===== config.mk =====
export PLATFORM = sky130hd
export DESIGN_NAME = lru_block_tag_store_unit
export DESIGN_NICKNAME = d
export VERILOG_FILES = /design/src/lbts_pkg.sv /design/src/lbts_store.sv /design/src/lbts_ctrl.sv /design/src/lru_block_tag_store_unit.sv
export SDC_FILE = /design/constraint.sdc
export NUM_CORES = 1
export LEC_CHECK = 0
export BUFFER_PORTS_ARGS = -buffer_cell sky130_fd_sc_hd__buf_4
export CORE_MARGIN = 1.5
export CORE_UTILIZATION = 34
export DETAILED_ROUTE_END_ITERATION = 7
export GPL_TIMING_DRIVEN = 0
export PLACE_DENSITY = 0.51
export SETUP_SLACK_MARGIN = 0.1
export SYNTH_ARGS = -nofsm -noshare
export SYNTH_HDL_FRONTEND = slang
export SYNTH_SLANG_ARGS = --single-unit

===== constraint.sdc =====
create_clock -name aclk -period 5 [get_ports aclk]
set_input_delay 0.5 -clock aclk [delete_from_list [all_inputs] [get_ports aclk]]
set_output_delay 0.5 -clock aclk [all_outputs]
set_load 0.05 [all_outputs]

===== src/lbts_pkg.sv =====
// ============================================================================
// lbts_pkg
// Shared types and fixed constants for the LRU block tag store.
// ============================================================================
package lbts_pkg;

    // Fixed widths of the external fields
    localparam int unsigned PORT_ID_W = 32;
    localparam int unsigned SLOT_W    = 4;

    // Sequencer states
    typedef enum logic [2:0] {
        ST_IDLE,
        ST_LOOK,
        ST_DECIDE,
        ST_UPD,
        ST_DONE
    } seq_state_t;

    // Strobes from the sequencer to the entry store
    typedef struct packed {
        logic rd_en;
        logic tag_we;
        logic rank_we;
        logic set_valid;
    } store_ctl_t;

endpackage


===== src/lbts_store.sv =====
// ============================================================================
// lbts_store
// Entry storage: tag memory, recency-rank memory and per-entry valid bits.
// ============================================================================
module lbts_store #(
    parameter int unsigned CAPACITY      = 16,
    parameter int unsigned BLOCK_ID_BITS = 32,
    localparam int unsigned AW           = $clog2(CAPACITY)
) (
    input  logic                     aclk,
    input  logic                     aresetn,
    input  lbts_pkg::store_ctl_t     ctl,
    input  logic [AW-1:0]            rd_addr,
    input  logic [AW-1:0]            wr_addr,
    input  logic [BLOCK_ID_BITS-1:0] wr_tag,
    input  logic [AW-1:0]            wr_rank,
    output logic [BLOCK_ID_BITS-1:0] rd_tag,
    output logic [AW-1:0]            rd_rank,
    output logic [CAPACITY-1:0]      valid_vec
);

    logic [BLOCK_ID_BITS-1:0] tag_mem  [CAPACITY];
    logic [AW-1:0]            rank_mem [CAPACITY];
    logic [BLOCK_ID_BITS-1:0] rd_tag_reg;
    logic [AW-1:0]            rd_rank_reg;
    logic [CAPACITY-1:0]      valid_reg;

    // Write ports and registered read port
    always_ff @(posedge aclk) begin
        if (ctl.tag_we) begin
            tag_mem[wr_addr] <= wr_tag;
        end
        if (ctl.rank_we) begin
            rank_mem[wr_addr] <= wr_rank;
        end
        if (ctl.rd_en) begin
            rd_tag_reg  <= tag_mem[rd_addr];
            rd_rank_reg <= rank_mem[rd_addr];
        end
    end

    // Valid bits: cleared at reset, set when an entry is filled
    always_ff @(posedge aclk) begin
        if (!aresetn) begin
            valid_reg <= '0;
        end else if (ctl.set_valid) begin
            valid_reg[wr_addr] <= 1'b1;
        end
    end

    assign rd_tag    = rd_tag_reg;
    assign rd_rank   = rd_rank_reg;
    assign valid_vec = valid_reg;

endmodule


===== src/lbts_ctrl.sv =====
// ============================================================================
// lbts_ctrl
// Sequencer with one shared tag/rank compare unit. A lookup pass scans every
// entry, a decide step picks the slot, and an update pass re-ranks entries.
// ============================================================================
module lbts_ctrl #(
    parameter int unsigned CAPACITY      = 16,
    parameter int unsigned BLOCK_ID_BITS = 32,
    localparam int unsigned AW           = $clog2(CAPACITY),
    localparam int unsigned CW           = AW + 1
) (
    input  logic                     aclk,
    input  logic                     aresetn,
    // request side
    input  logic                     in_valid,
    output logic                     in_ready,
    input  logic [BLOCK_ID_BITS-1:0] in_id,
    // entry store side
    output lbts_pkg::store_ctl_t     ctl,
    output logic [AW-1:0]            rd_addr,
    output logic [AW-1:0]            wr_addr,
    output logic [BLOCK_ID_BITS-1:0] wr_tag,
    output logic [AW-1:0]            wr_rank,
    input  logic [BLOCK_ID_BITS-1:0] rd_tag,
    input  logic [AW-1:0]            rd_rank,
    input  logic [CAPACITY-1:0]      valid_vec,
    // result side
    output logic                     res_valid,
    input  logic                     res_ready,
    output logic                     res_hit,
    output logic [AW-1:0]            res_slot,
    output logic                     res_evict,
    output logic [BLOCK_ID_BITS-1:0] res_victim
);

    lbts_pkg::seq_state_t state_reg, state_next;

    logic [CW-1:0]            idx_reg, idx_next;
    logic                     chk_vld_reg, chk_vld_next;
    logic [AW-1:0]            chk_idx_reg, chk_idx_next;
    logic [BLOCK_ID_BITS-1:0] id_reg, id_next;
    logic                     found_reg, found_next;
    logic [AW-1:0]            hit_slot_reg, hit_slot_next;
    logic [AW-1:0]            hit_rank_reg, hit_rank_next;
    logic                     lru_found_reg, lru_found_next;
    logic [AW-1:0]            lru_slot_reg, lru_slot_next;
    logic [BLOCK_ID_BITS-1:0] lru_tag_reg, lru_tag_next;
    logic [CW-1:0]            count_reg, count_next;
    logic [AW-1:0]            slot_reg, slot_next;
    logic [CW-1:0]            limit_reg, limit_next;
    logic                     hit_reg, hit_next;
    logic                     evict_reg, evict_next;
    logic [BLOCK_ID_BITS-1:0] victim_reg, victim_next;

    logic                     chk_entry_vld;

    assign chk_entry_vld = valid_vec[chk_idx_reg];

    // Control state
    always_ff @(posedge aclk) begin
        if (!aresetn) begin
            state_reg   <= lbts_pkg::ST_IDLE;
            idx_reg     <= '0;
            chk_vld_reg <= 1'b0;
            count_reg   <= '0;
        end else begin
            state_reg   <= state_next;
            idx_reg     <= idx_next;
            chk_vld_reg <= chk_vld_next;
            count_reg   <= count_next;
        end
    end

    // Working and result payload
    always_ff @(posedge aclk) begin
        chk_idx_reg   <= chk_idx_next;
        id_reg        <= id_next;
        found_reg     <= found_next;
        hit_slot_reg  <= hit_slot_next;
        hit_rank_reg  <= hit_rank_next;
        lru_found_reg <= lru_found_next;
        lru_slot_reg  <= lru_slot_next;
        lru_tag_reg   <= lru_tag_next;
        slot_reg      <= slot_next;
        limit_reg     <= limit_next;
        hit_reg       <= hit_next;
        evict_reg     <= evict_next;
        victim_reg    <= victim_next;
    end

    // Next state and store strobes
    always_comb begin
        state_next     = state_reg;
        idx_next       = idx_reg;
        chk_vld_next   = 1'b0;
        chk_idx_next   = chk_idx_reg;
        id_next        = id_reg;
        found_next     = found_reg;
        hit_slot_next  = hit_slot_reg;
        hit_rank_next  = hit_rank_reg;
        lru_found_next = lru_found_reg;
        lru_slot_next  = lru_slot_reg;
        lru_tag_next   = lru_tag_reg;
        count_next     = count_reg;
        slot_next      = slot_reg;
        limit_next     = limit_reg;
        hit_next       = hit_reg;
        evict_next     = evict_reg;
        victim_next    = victim_reg;
        ctl            = '0;
        rd_addr        = idx_reg[AW-1:0];
        wr_addr        = chk_idx_reg;
        wr_rank        = '0;
        in_ready       = 1'b0;
        res_valid      = 1'b0;

        unique case (state_reg)
            lbts_pkg::ST_IDLE: begin
                in_ready = 1'b1;
                if (in_valid) begin
                    id_next        = in_id;
                    idx_next       = '0;
                    found_next     = 1'b0;
                    lru_found_next = 1'b0;
                    state_next     = lbts_pkg::ST_LOOK;
                end
            end

            lbts_pkg::ST_LOOK: begin
                // issue one entry read per cycle
                if (idx_reg < CW'(CAPACITY)) begin
                    ctl.rd_en    = 1'b1;
                    idx_next     = idx_reg + 1'b1;
                    chk_vld_next = 1'b1;
                    chk_idx_next = idx_reg[AW-1:0];
                end
                // compare the entry read last cycle
                if (chk_vld_reg) begin
                    if (chk_entry_vld && rd_tag == id_reg && !found_reg) begin
                        found_next    = 1'b1;
                        hit_slot_next = chk_idx_reg;
                        hit_rank_next = rd_rank;
                    end
                    if (chk_entry_vld && rd_rank == AW'(CAPACITY - 1) && !lru_found_reg) begin
                        lru_found_next = 1'b1;
                        lru_slot_next  = chk_idx_reg;
                        lru_tag_next   = rd_tag;
                    end else if (chk_idx_reg == '0 && !lru_found_reg) begin
                        // fall back on slot zero if no oldest entry turns up
                        lru_slot_next = '0;
                        lru_tag_next  = rd_tag;
                    end
                    if (chk_idx_reg == AW'(CAPACITY - 1)) begin
                        state_next = lbts_pkg::ST_DECIDE;
                    end
                end
            end

            lbts_pkg::ST_DECIDE: begin
                idx_next = '0;
                if (found_reg) begin
                    slot_next   = hit_slot_reg;
                    limit_next  = CW'(hit_rank_reg);
                    hit_next    = 1'b1;
                    evict_next  = 1'b0;
                    victim_next = '0;
                end else if (count_reg != CW'(CAPACITY)) begin
                    // fill the next free slot
                    slot_next     = count_reg[AW-1:0];
                    limit_next    = CW'(CAPACITY);
                    hit_next      = 1'b0;
                    evict_next    = 1'b0;
                    victim_next   = '0;
                    count_next    = count_reg + 1'b1;
                    ctl.tag_we    = 1'b1;
                    ctl.set_valid = 1'b1;
                end else begin
                    // replace the least recently used entry
                    slot_next     = lru_slot_reg;
                    limit_next    = CW'(CAPACITY - 1);
                    hit_next      = 1'b0;
                    evict_next    = valid_vec[lru_slot_reg];
                    victim_next   = valid_vec[lru_slot_reg] ? lru_tag_reg : '0;
                    ctl.tag_we    = 1'b1;
                    ctl.set_valid = 1'b1;
                end
                wr_addr    = slot_next;
                state_next = lbts_pkg::ST_UPD;
            end

            lbts_pkg::ST_UPD: begin
                if (idx_reg < CW'(CAPACITY)) begin
                    ctl.rd_en    = 1'b1;
                    idx_next     = idx_reg + 1'b1;
                    chk_vld_next = 1'b1;
                    chk_idx_next = idx_reg[AW-1:0];
                end
                // age or promote the entry read last cycle
                if (chk_vld_reg) begin
                    if (chk_idx_reg == slot_reg) begin
                        ctl.rank_we = 1'b1;
                        wr_rank     = '0;
                    end else if (chk_entry_vld) begin
                        ctl.rank_we = 1'b1;
                        wr_rank     = (CW'(rd_rank) < limit_reg) ? rd_rank + 1'b1 : rd_rank;
                    end
                    if (chk_idx_reg == AW'(CAPACITY - 1)) begin
                        state_next = lbts_pkg::ST_DONE;
                    end
                end
            end

            lbts_pkg::ST_DONE: begin
                res_valid = 1'b1;
                if (res_ready) begin
                    state_next = lbts_pkg::ST_IDLE;
                end
            end

            default: begin
                state_next = lbts_pkg::ST_IDLE;
            end
        endcase
    end

    assign wr_tag     = id_reg;
    assign res_hit    = hit_reg;
    assign res_slot   = slot_reg;
    assign res_evict  = evict_reg;
    assign res_victim = victim_reg;

    // Fill count tracks the valid bits
    a_count_matches_valid: assert property (@(posedge aclk) disable iff (!aresetn)
        $countones(valid_vec) == count_reg)
        else $error("fill count differs from number of valid entries");

    // Fill count never passes capacity
    a_count_bounded: assert property (@(posedge aclk) disable iff (!aresetn)
        count_reg <= CW'(CAPACITY))
        else $error("fill count above capacity");

    // A hit never evicts, an eviction only happens on a full store
    a_evict_only_full: assert property (@(posedge aclk) disable iff (!aresetn)
        state_reg == lbts_pkg::ST_DONE |-> !(hit_reg && evict_reg)
            && (!evict_reg || count_reg == CW'(CAPACITY)))
        else $error("eviction on hit or on a store that is not full");

    // The reported slot holds a valid entry
    a_slot_valid: assert property (@(posedge aclk) disable iff (!aresetn)
        state_reg == lbts_pkg::ST_DONE |-> valid_vec[slot_reg])
        else $error("result slot is not valid");

endmodule


===== src/lru_block_tag_store_unit.sv =====
// ============================================================================
// lru_block_tag_store_unit
// Fully associative block tag store with strict LRU replacement.
// ============================================================================
//
//  channel  | direction | handshake          | payload
//  ---------+-----------+--------------------+-------------------------------
//  s_       | in        | s_valid / s_ready  | s_block_id
//  m_       | out       | m_valid / m_ready  | m_hit, m_slot, m_evicted,
//           |           |                    | m_victim_block_id
//
//  From acceptance of a transaction until its result is loaded, a lookup
//  pass and a rank update pass each walk all entries through the single
//  registered read port of the entry store.
//  Synchronous active-low reset clears valid bits and fill count; no clearing
//  pass is needed. A result waits in the output register while the next
//  transaction is accepted; the sequencer holds at its end until that
//  register is free.
//
module lru_block_tag_store_unit #(
    parameter int unsigned CAPACITY      = 16,
    parameter int unsigned BLOCK_ID_BITS = 32
) (
    input  logic                           aclk,
    input  logic                           aresetn,
    input  logic                           s_valid,
    output logic                           s_ready,
    input  logic [lbts_pkg::PORT_ID_W-1:0] s_block_id,
    output logic                           m_valid,
    input  logic                           m_ready,
    output logic                           m_hit,
    output logic [lbts_pkg::SLOT_W-1:0]    m_slot,
    output logic                           m_evicted,
    output logic [lbts_pkg::PORT_ID_W-1:0] m_victim_block_id
);

    localparam int unsigned AW  = $clog2(CAPACITY);
    localparam int unsigned IDW = BLOCK_ID_BITS + lbts_pkg::PORT_ID_W;
    localparam int unsigned SXW = AW + lbts_pkg::SLOT_W;

    lbts_pkg::store_ctl_t     ctl;
    logic [AW-1:0]            rd_addr;
    logic [AW-1:0]            wr_addr;
    logic [BLOCK_ID_BITS-1:0] wr_tag;
    logic [AW-1:0]            wr_rank;
    logic [BLOCK_ID_BITS-1:0] rd_tag;
    logic [AW-1:0]            rd_rank;
    logic [CAPACITY-1:0]      valid_vec;

    logic                     res_valid;
    logic                     res_ready;
    logic                     res_hit;
    logic [AW-1:0]            res_slot;
    logic                     res_evict;
    logic [BLOCK_ID_BITS-1:0] res_victim;

    logic [IDW-1:0]           in_id_wide;
    logic [IDW-1:0]           victim_wide;
    logic [SXW-1:0]           slot_wide;

    logic                           m_valid_reg, m_valid_next;
    logic                           m_hit_reg;
    logic [lbts_pkg::SLOT_W-1:0]    m_slot_reg;
    logic                           m_evicted_reg;
    logic [lbts_pkg::PORT_ID_W-1:0] m_victim_reg;

    // Keep only the compared id bits
    assign in_id_wide = IDW'(s_block_id);

    lbts_ctrl #(
        .CAPACITY      (CAPACITY),
        .BLOCK_ID_BITS (BLOCK_ID_BITS)
    ) u_ctrl (
        .aclk       (aclk),
        .aresetn    (aresetn),
        .in_valid   (s_valid),
        .in_ready   (s_ready),
        .in_id      (in_id_wide[BLOCK_ID_BITS-1:0]),
        .ctl        (ctl),
        .rd_addr    (rd_addr),
        .wr_addr    (wr_addr),
        .wr_tag     (wr_tag),
        .wr_rank    (wr_rank),
        .rd_tag     (rd_tag),
        .rd_rank    (rd_rank),
        .valid_vec  (valid_vec),
        .res_valid  (res_valid),
        .res_ready  (res_ready),
        .res_hit    (res_hit),
        .res_slot   (res_slot),
        .res_evict  (res_evict),
        .res_victim (res_victim)
    );

    lbts_store #(
        .CAPACITY      (CAPACITY),
        .BLOCK_ID_BITS (BLOCK_ID_BITS)
    ) u_store (
        .aclk      (aclk),
        .aresetn   (aresetn),
        .ctl       (ctl),
        .rd_addr   (rd_addr),
        .wr_addr   (wr_addr),
        .wr_tag    (wr_tag),
        .wr_rank   (wr_rank),
        .rd_tag    (rd_tag),
        .rd_rank   (rd_rank),
        .valid_vec (valid_vec)
    );

    // Output register: load when empty or being drained
    assign res_ready   = !m_valid_reg || m_ready;
    assign victim_wide = IDW'(res_victim);
    assign slot_wide   = SXW'(res_slot);

    always_comb begin
        m_valid_next = m_valid_reg;
        if (res_valid && res_ready) begin
            m_valid_next = 1'b1;
        end else if (m_ready) begin
            m_valid_next = 1'b0;
        end
    end

    always_ff @(posedge aclk) begin
        if (!aresetn) begin
            m_valid_reg <= 1'b0;
        end else begin
            m_valid_reg <= m_valid_next;
        end
    end

    always_ff @(posedge aclk) begin
        if (res_valid && res_ready) begin
            m_hit_reg     <= res_hit;
            m_slot_reg    <= slot_wide[lbts_pkg::SLOT_W-1:0];
            m_evicted_reg <= res_evict;
            m_victim_reg  <= victim_wide[lbts_pkg::PORT_ID_W-1:0];
        end
    end

    assign m_valid           = m_valid_reg;
    assign m_hit             = m_hit_reg;
    assign m_slot            = m_slot_reg;
    assign m_evicted         = m_evicted_reg;
    assign m_victim_block_id = m_victim_reg;

endmodule

## Word level (Yosys, flattened, before mapping)

Memory sizes are Yosys's and may differ from the RTL's. A register that Yosys moved wholly into a read port is not among the register bits.
Cells that the tools add are included.

- Word-level logic and storage cells: 139
- Memories kept: 2
- Bits in writable memories: 576
- Register bits: 194

Memory list:

| name | words | bits a word | read ports | clocked after Yosys merged registers in | write ports | RTL line | RTL |
|---|---|---|---|---|---|---|---|
| u_store.tag_mem | 16 | 32 | 1 | 1 | 1 | lbts_store.sv:22 | `logic [BLOCK_ID_BITS-1:0] tag_mem [CAPACITY];` |
| u_store.rank_mem | 16 | 4 | 1 | 1 | 1 | lbts_store.sv:23 | `logic [AW-1:0] rank_mem [CAPACITY];` |

- Bitwise operators: 3
- Equality and inequality tests: 18
- Multiplexer cells: 54
- Add/sub/neg operators: 3
- $lt $le $gt $ge: 6
- Reduce and logical (&&, ||, !) cells: 29

Operators with widths:

| kind | number |
|---|---|
| $mux 32 | 2 |
| $mux 4 | 11 |
| $eq 32x32->1 | 1 |
| $mux 1 | 25 |
| $mux 3 | 6 |
| $or 16x16->16 | 1 |
| $lt 4x5->1 const B | 3 |
| $mux 5 | 3 |
| $pmux 3 s5 | 1 |
| $pmux 5 s3 | 1 |
| $ne 2x1->1 const B | 7 |
| $reduce_and 3->1 | 4 |
| $add 5x1->5 const B | 2 |
| $bmux 1 s4 | 2 |
| $eq 4x4->1 const B | 2 |
| $reduce_and 4->1 | 2 |
| $logic_and 1x1->1 | 7 |
| $eq 3x2->1 const B | 2 |
| $reduce_and 6->1 | 1 |
| $reduce_bool 2->1 | 3 |
| $lt 4x5->1 | 1 |
| $lt 5x5->1 const B | 1 |
| $ne 5x5->1 const B | 1 |
| $add 4x1->4 const B | 1 |
| other kinds (16) | 23 |

## Longest topological paths before layout

- Word-level depth: 9
- Gate-level depth with buffers: 8
- Mapped depth without buffers: 7

## Cells and area by module

A second synthesis with hierarchy kept.

- Cells, all modules: 1462
- Area total of the unflattened synthesis: 30504.3 µm²

Modules (own cells, without submodules):

| module | cells each | instances | area an instance (µm²) | sequential area each (µm²) |
|---|---|---|---|---|
| lbts_store | 1021 | 1 | 23323.6 | 18697.9 |
| lbts_ctrl | 398 | 1 | 5982.0 | 4033.9 |
| lru_block_tag_store_unit | 43 | 1 | 1198.6 | 1161.1 |

## Worst setup path after synthesis

No wires, ideal clock.

- Kind: reg2reg
- Start point: register u_ctrl.state_reg[1]
- End point: memory u_store.rank_mem[2][0] (netlist bit) (enable)
- Arrival time: 3.625 ns
- Period minus slack after synthesis: 4.002 ns
- Setup time: 0.377 ns
- Slack: 0.998 ns
- Cell stages (with the launch flop): 6
- Cell sequence: dfxtp_1 > buf_2 > nand2b_1 > nor2_1 > mux2_2 > nor4_1

- Longest elaborated chain between the ends: 4

RTL lines:

| what | RTL line | RTL |
|---|---|---|
| from (decl) | lbts_ctrl.sv:36 | `lbts_pkg::seq_state_t state_reg, state_next;` |
| from (signal assigned) | lbts_ctrl.sv:62 | `state_reg <= lbts_pkg::ST_IDLE;` |
| from (signal assigned) | lbts_ctrl.sv:67 | `state_reg <= state_next;` |
| $eq 3x2->1 | lbts_ctrl.sv:117 | `unique case (state_reg)` |
| $mux 1 | lbts_ctrl.sv:117 |  |
| $mux 1 | lbts_store.sv:33 | `if (ctl.rank_we) begin` |
| $mux 1 (not written as such) | lbts_store.sv:34 | `rank_mem[wr_addr] <= wr_rank;` |
| to (decl) | lbts_store.sv:23 |  |

Parallel ways exist; a longest one is shown, timed or not.

## Final worst setup path

- Start point: register u_ctrl.state_reg[2]
- End point: memory u_store.tag_mem[3][24] (enable)

- Longest elaborated chain between the ends: 4

RTL lines:

| what | RTL line | RTL |
|---|---|---|
| $eq 3x2->1 * | lbts_ctrl.sv:117 |  |
| $mux 1 | lbts_ctrl.sv:117 |  |
| $mux 1 | lbts_store.sv:30 | `if (ctl.tag_we) begin` |
| $mux 1 (not written as such) | lbts_store.sv:31 | `tag_mem[wr_addr] <= wr_tag;` |
| to (decl) | lbts_store.sv:22 |  |

Every way passes the cells marked *; elsewhere a longest branch is shown, timed or not.

==> run summary <==
Crit path time final: 3.56 ns
Final instance area: 36400 µm²
Drt drc: 3
Die H: 303 µm
Final Slew Violations: 0
CP required: 5.32 ns
1st-iter DRT viols: 1504
Synthesis-to-layout area growth: 19.3%
Arr. time, crit path: 3.87 ns
Comb power frac: 0.027
Max_cap viols: 0
Syn avg cell area: 22.4 µm²
Largest net degree at the start of global routing: 25
Clock power share: 0.443
Seq/Total Area, Yosys: 0.783
Final hold vios: 0
DRT Wirelength: 77700 µm
Worst R2R Start: u_ctrl.state_reg[2]
Most common cell after layout, fill and taps aside: edfxtp_1
Startpoint Class: flip-flop
Hold Path End: u_ctrl.wr_tag[13]
Vias in the first global route: 15100
Largest Register: u_store.tag_mem
Nets: 1609
Largest registers: u_store.tag_mem: 512 flops, u_store.rank_mem: 64 flops
Worst reg-to-reg path cell count: 5
Sw Ratio: 0.208
ANT nets after route: 0
Period utilization: 0.711
Initial Util: 0.344
GPL Wtd Cong: 0.790
VDD IR-drop max: 226 µV
Resize count post-CTS: 0
Worst-path clk slew: 0.06 ns
CP max FO: 18
Initial antenna violation count: 1
Setup crit end kind: flip-flop
Placed Area: 33500 µm²
HPWL Detailed: 49900 µm
Reg power frac: 0.531
Diodes inserted: 0
Failing checks: DRC
Cell Area, Synth: 30500 µm²
Most frequent cells in the layout: 775 x edfxtp_1, 190 x mux4_2, 89 x clkbuf_16
Warnings from Yosys: 0
Outcome: finished, violations left
Via count: 14500
Fmax: 281 MHz
Core area: 88600 µm²
Synthesized instance count: 1362
Register Area: 23900 µm²
WS Path Type: reg -> reg
Pwr dens: 389 nW/µm²
Avg Vias per Cell: 5.19
Hold path cells: 1
Die width: 303 µm
CTS buffer count: 87
Clock sink total: 806
Most used flip-flop cell after synthesis: edfxtp_1
Met1 Resource Use GR: 0.246
Syn nets: 1405
Hold Crit Start: s_block_id[13]
Internal Power: 11.2 mW
Filler cell count: 7801
RSZ-0062 raised after global routing: no
Full die area: 91500 µm²
I/O pin count: 76
R2r setup slk: 1.44 ns
Slew headroom: 0.170
Post-synth EDFFs: 775
Setup Skew: 0.0236 ns
Maximum root-to-sink buffer count: 3
First-pass GRT wire length: 111000 µm
CTS tree: done
Total grt overflow: 0
Yosys reg bits: 806
Met3 global-route usage: 0.0261
Area of the multi-input gates: 6440 µm²
Routed len/inst: 27.8 µm
CTS Root Cell: clkbuf_16
# rows: 109
Max FFs per register: 512
Clk Latency, worst-skew pair: 0.64 ns
Ys async rst share: 0
Pre-antenna DRT Iters: 7
RR Endpoint: u_store.tag_mem[3][24]
Leak pwr: 11.3 nW
Worst Tran Pin Value: 1.24 ns
Fin Hold WS: 0.0328 ns
H-tree levels: 3
NetSw: 2.94 mW
Grt met2 use: 0.280
Fraction of layout cells with a size suffix above 1: 0.303
Yosys cell types: 55
Busiest grt layer: met2
Port Buf Inserts: 75
Min-Delay Path Class: in -> reg
GRT Overall Usage: 0.173
# setup viols final: 0
==> power groups by stage <==
stage | registers, mW | clock network, mW | logic (mW)
2_1_floorplan | 7.61 | 0 | 0.228
3_3_place_gp | 7.65 | 0 | 0.365
3_5_place_dp | 7.65 | 0 | 0.382
4_1_cts | 7.51 | 6.43 | 0.385
5_1_grt | 7.51 | 6.68 | 0.404
6_report | 7.51 | 6.26 | 0.375
==> synth_stat cells, types with 3 or more instances <==
| library cell | count | area [µm²] |
|---|---|---|
| edfxtp_1 | 775 | 23300 |
| inv_1 | 12 | 45.0 |
| nand4_1 | 7 | 43.8 |
| nor4_1 | 12 | 75.1 |
| mux2_4 | 4 | 60.1 |
| mux2i_1 | 6 | 60.1 |
| nor2_1 | 46 | 173 |
| ha_1 | 7 | 87.6 |
| clkbuf_1 | 35 | 131 |
| a21o_1 | 9 | 67.6 |
| nand2_1 | 9 | 33.8 |
| dfxtp_1 | 31 | 621 |
| mux4_2 | 190 | 4280 |
| mux2_2 | 5 | 56.3 |
| nand3_1 | 8 | 40.0 |
| a21oi_1 | 11 | 55.1 |
| o21ai_0 | 3 | 15.0 |
| and3_1 | 36 | 225 |
| nor3_1 | 17 | 85.1 |
| o21a_1 | 17 | 128 |
| nand2b_1 | 11 | 68.8 |
| buf_2 | 21 | 105 |
| xnor2_1 | 3 | 26.3 |
| xor2_1 | 40 | 350 |
| and2_1 | 6 | 37.5 |
| or3_1 | 3 | 18.8 |
==> per-stage QoR <==
stage	instances	util	setup slack, ns	TNS, ns	total power, mW
6_report	2798	0.410	1.44	0	14.1
5_1_grt	2798	0.410	1.24	0	14.6
4_1_cts	2796	0.410	1.45	0	14.3
3_5_place_dp	2638	0.378	1.47	0	8.03
3_3_place_gp	2602	0.367	-1.46	-573.17	8.01
2_1_floorplan	1362	-	0.998	0	7.84
==> what timing repair did <==
| action | 4_1_cts | 5_1_grt |
|---|---|---|
| hold buffers | 2 | 0 |
| endpoints found under the hold margin | 2 | 0 |
| buffers inserted | 0 | 0 |
==> worst max path at each step <==
| stage | startpoint | to | slack (ns) | cells after the start |
|---|---|---|---|---|
| after global routing | u_ctrl.state_reg[2] | u_store.tag_mem[3][25] | 1.24 | 5 |
| after floorplan | u_ctrl.state_reg[1] | u_store.rank_mem[2][0] | 1.0 | 5 |
| after CTS | u_ctrl.state_reg[2] | u_store.tag_mem[12][18] | 1.45 | 5 |
| after detailed placement | u_ctrl.state_reg[2] | u_store.tag_mem[12][20] | 1.47 | 5 |
| after global placement | u_ctrl.state_reg[1] | u_store.rank_mem[2][3] | -1.46 | 5 |
| final | u_ctrl.state_reg[2] | u_store.tag_mem[3][24] | 1.44 | 5 |
==> area by class of cell <==
type,instances,share of cell area
plain buffers,61,0.00753
inverters,13,0.00134
repair buffers,115,0.0411
well taps,1165,0.0401
clock buffers,107,0.0636
clock inverters,49,0.0127
flip-flops and latches,806,0.657
multi-input cells,482,0.177
==> cells by family (layout without fill, tap and decap cells) <==
kind of cell | after synthesis | in the layout | synth area share
AOI/OAI and AO/OA | 54 | 54 | 0.0130
adders and majority gates | 7 | 7 | 0.00287
muxes | 205 | 205 | 0.146
buffers and inverters | 74 | 345 | 0.0106
DFF | 806 | 806 | 0.783
and+or+nand+nor | 173 | 173 | 0.0318
xor gates and xnor gates | 43 | 43 | 0.0123
==> routing by layer <==
layer	part of all wire	up-vias
met5	0	-
met4	0.018	0
met3	0.054	94
met2	0.49	408
met1	0.44	7886
li1	-	6125
==> worst max-delay path: stages (launching register included) <==
cell and delay, ns:
dfxtp_1 0.30, clkbuf_1 0.20, nor4b_1 0.99, nand3_1 0.56
nor2_4 0.85, buf_12 0.29
(Power assumes the default switching activity.)
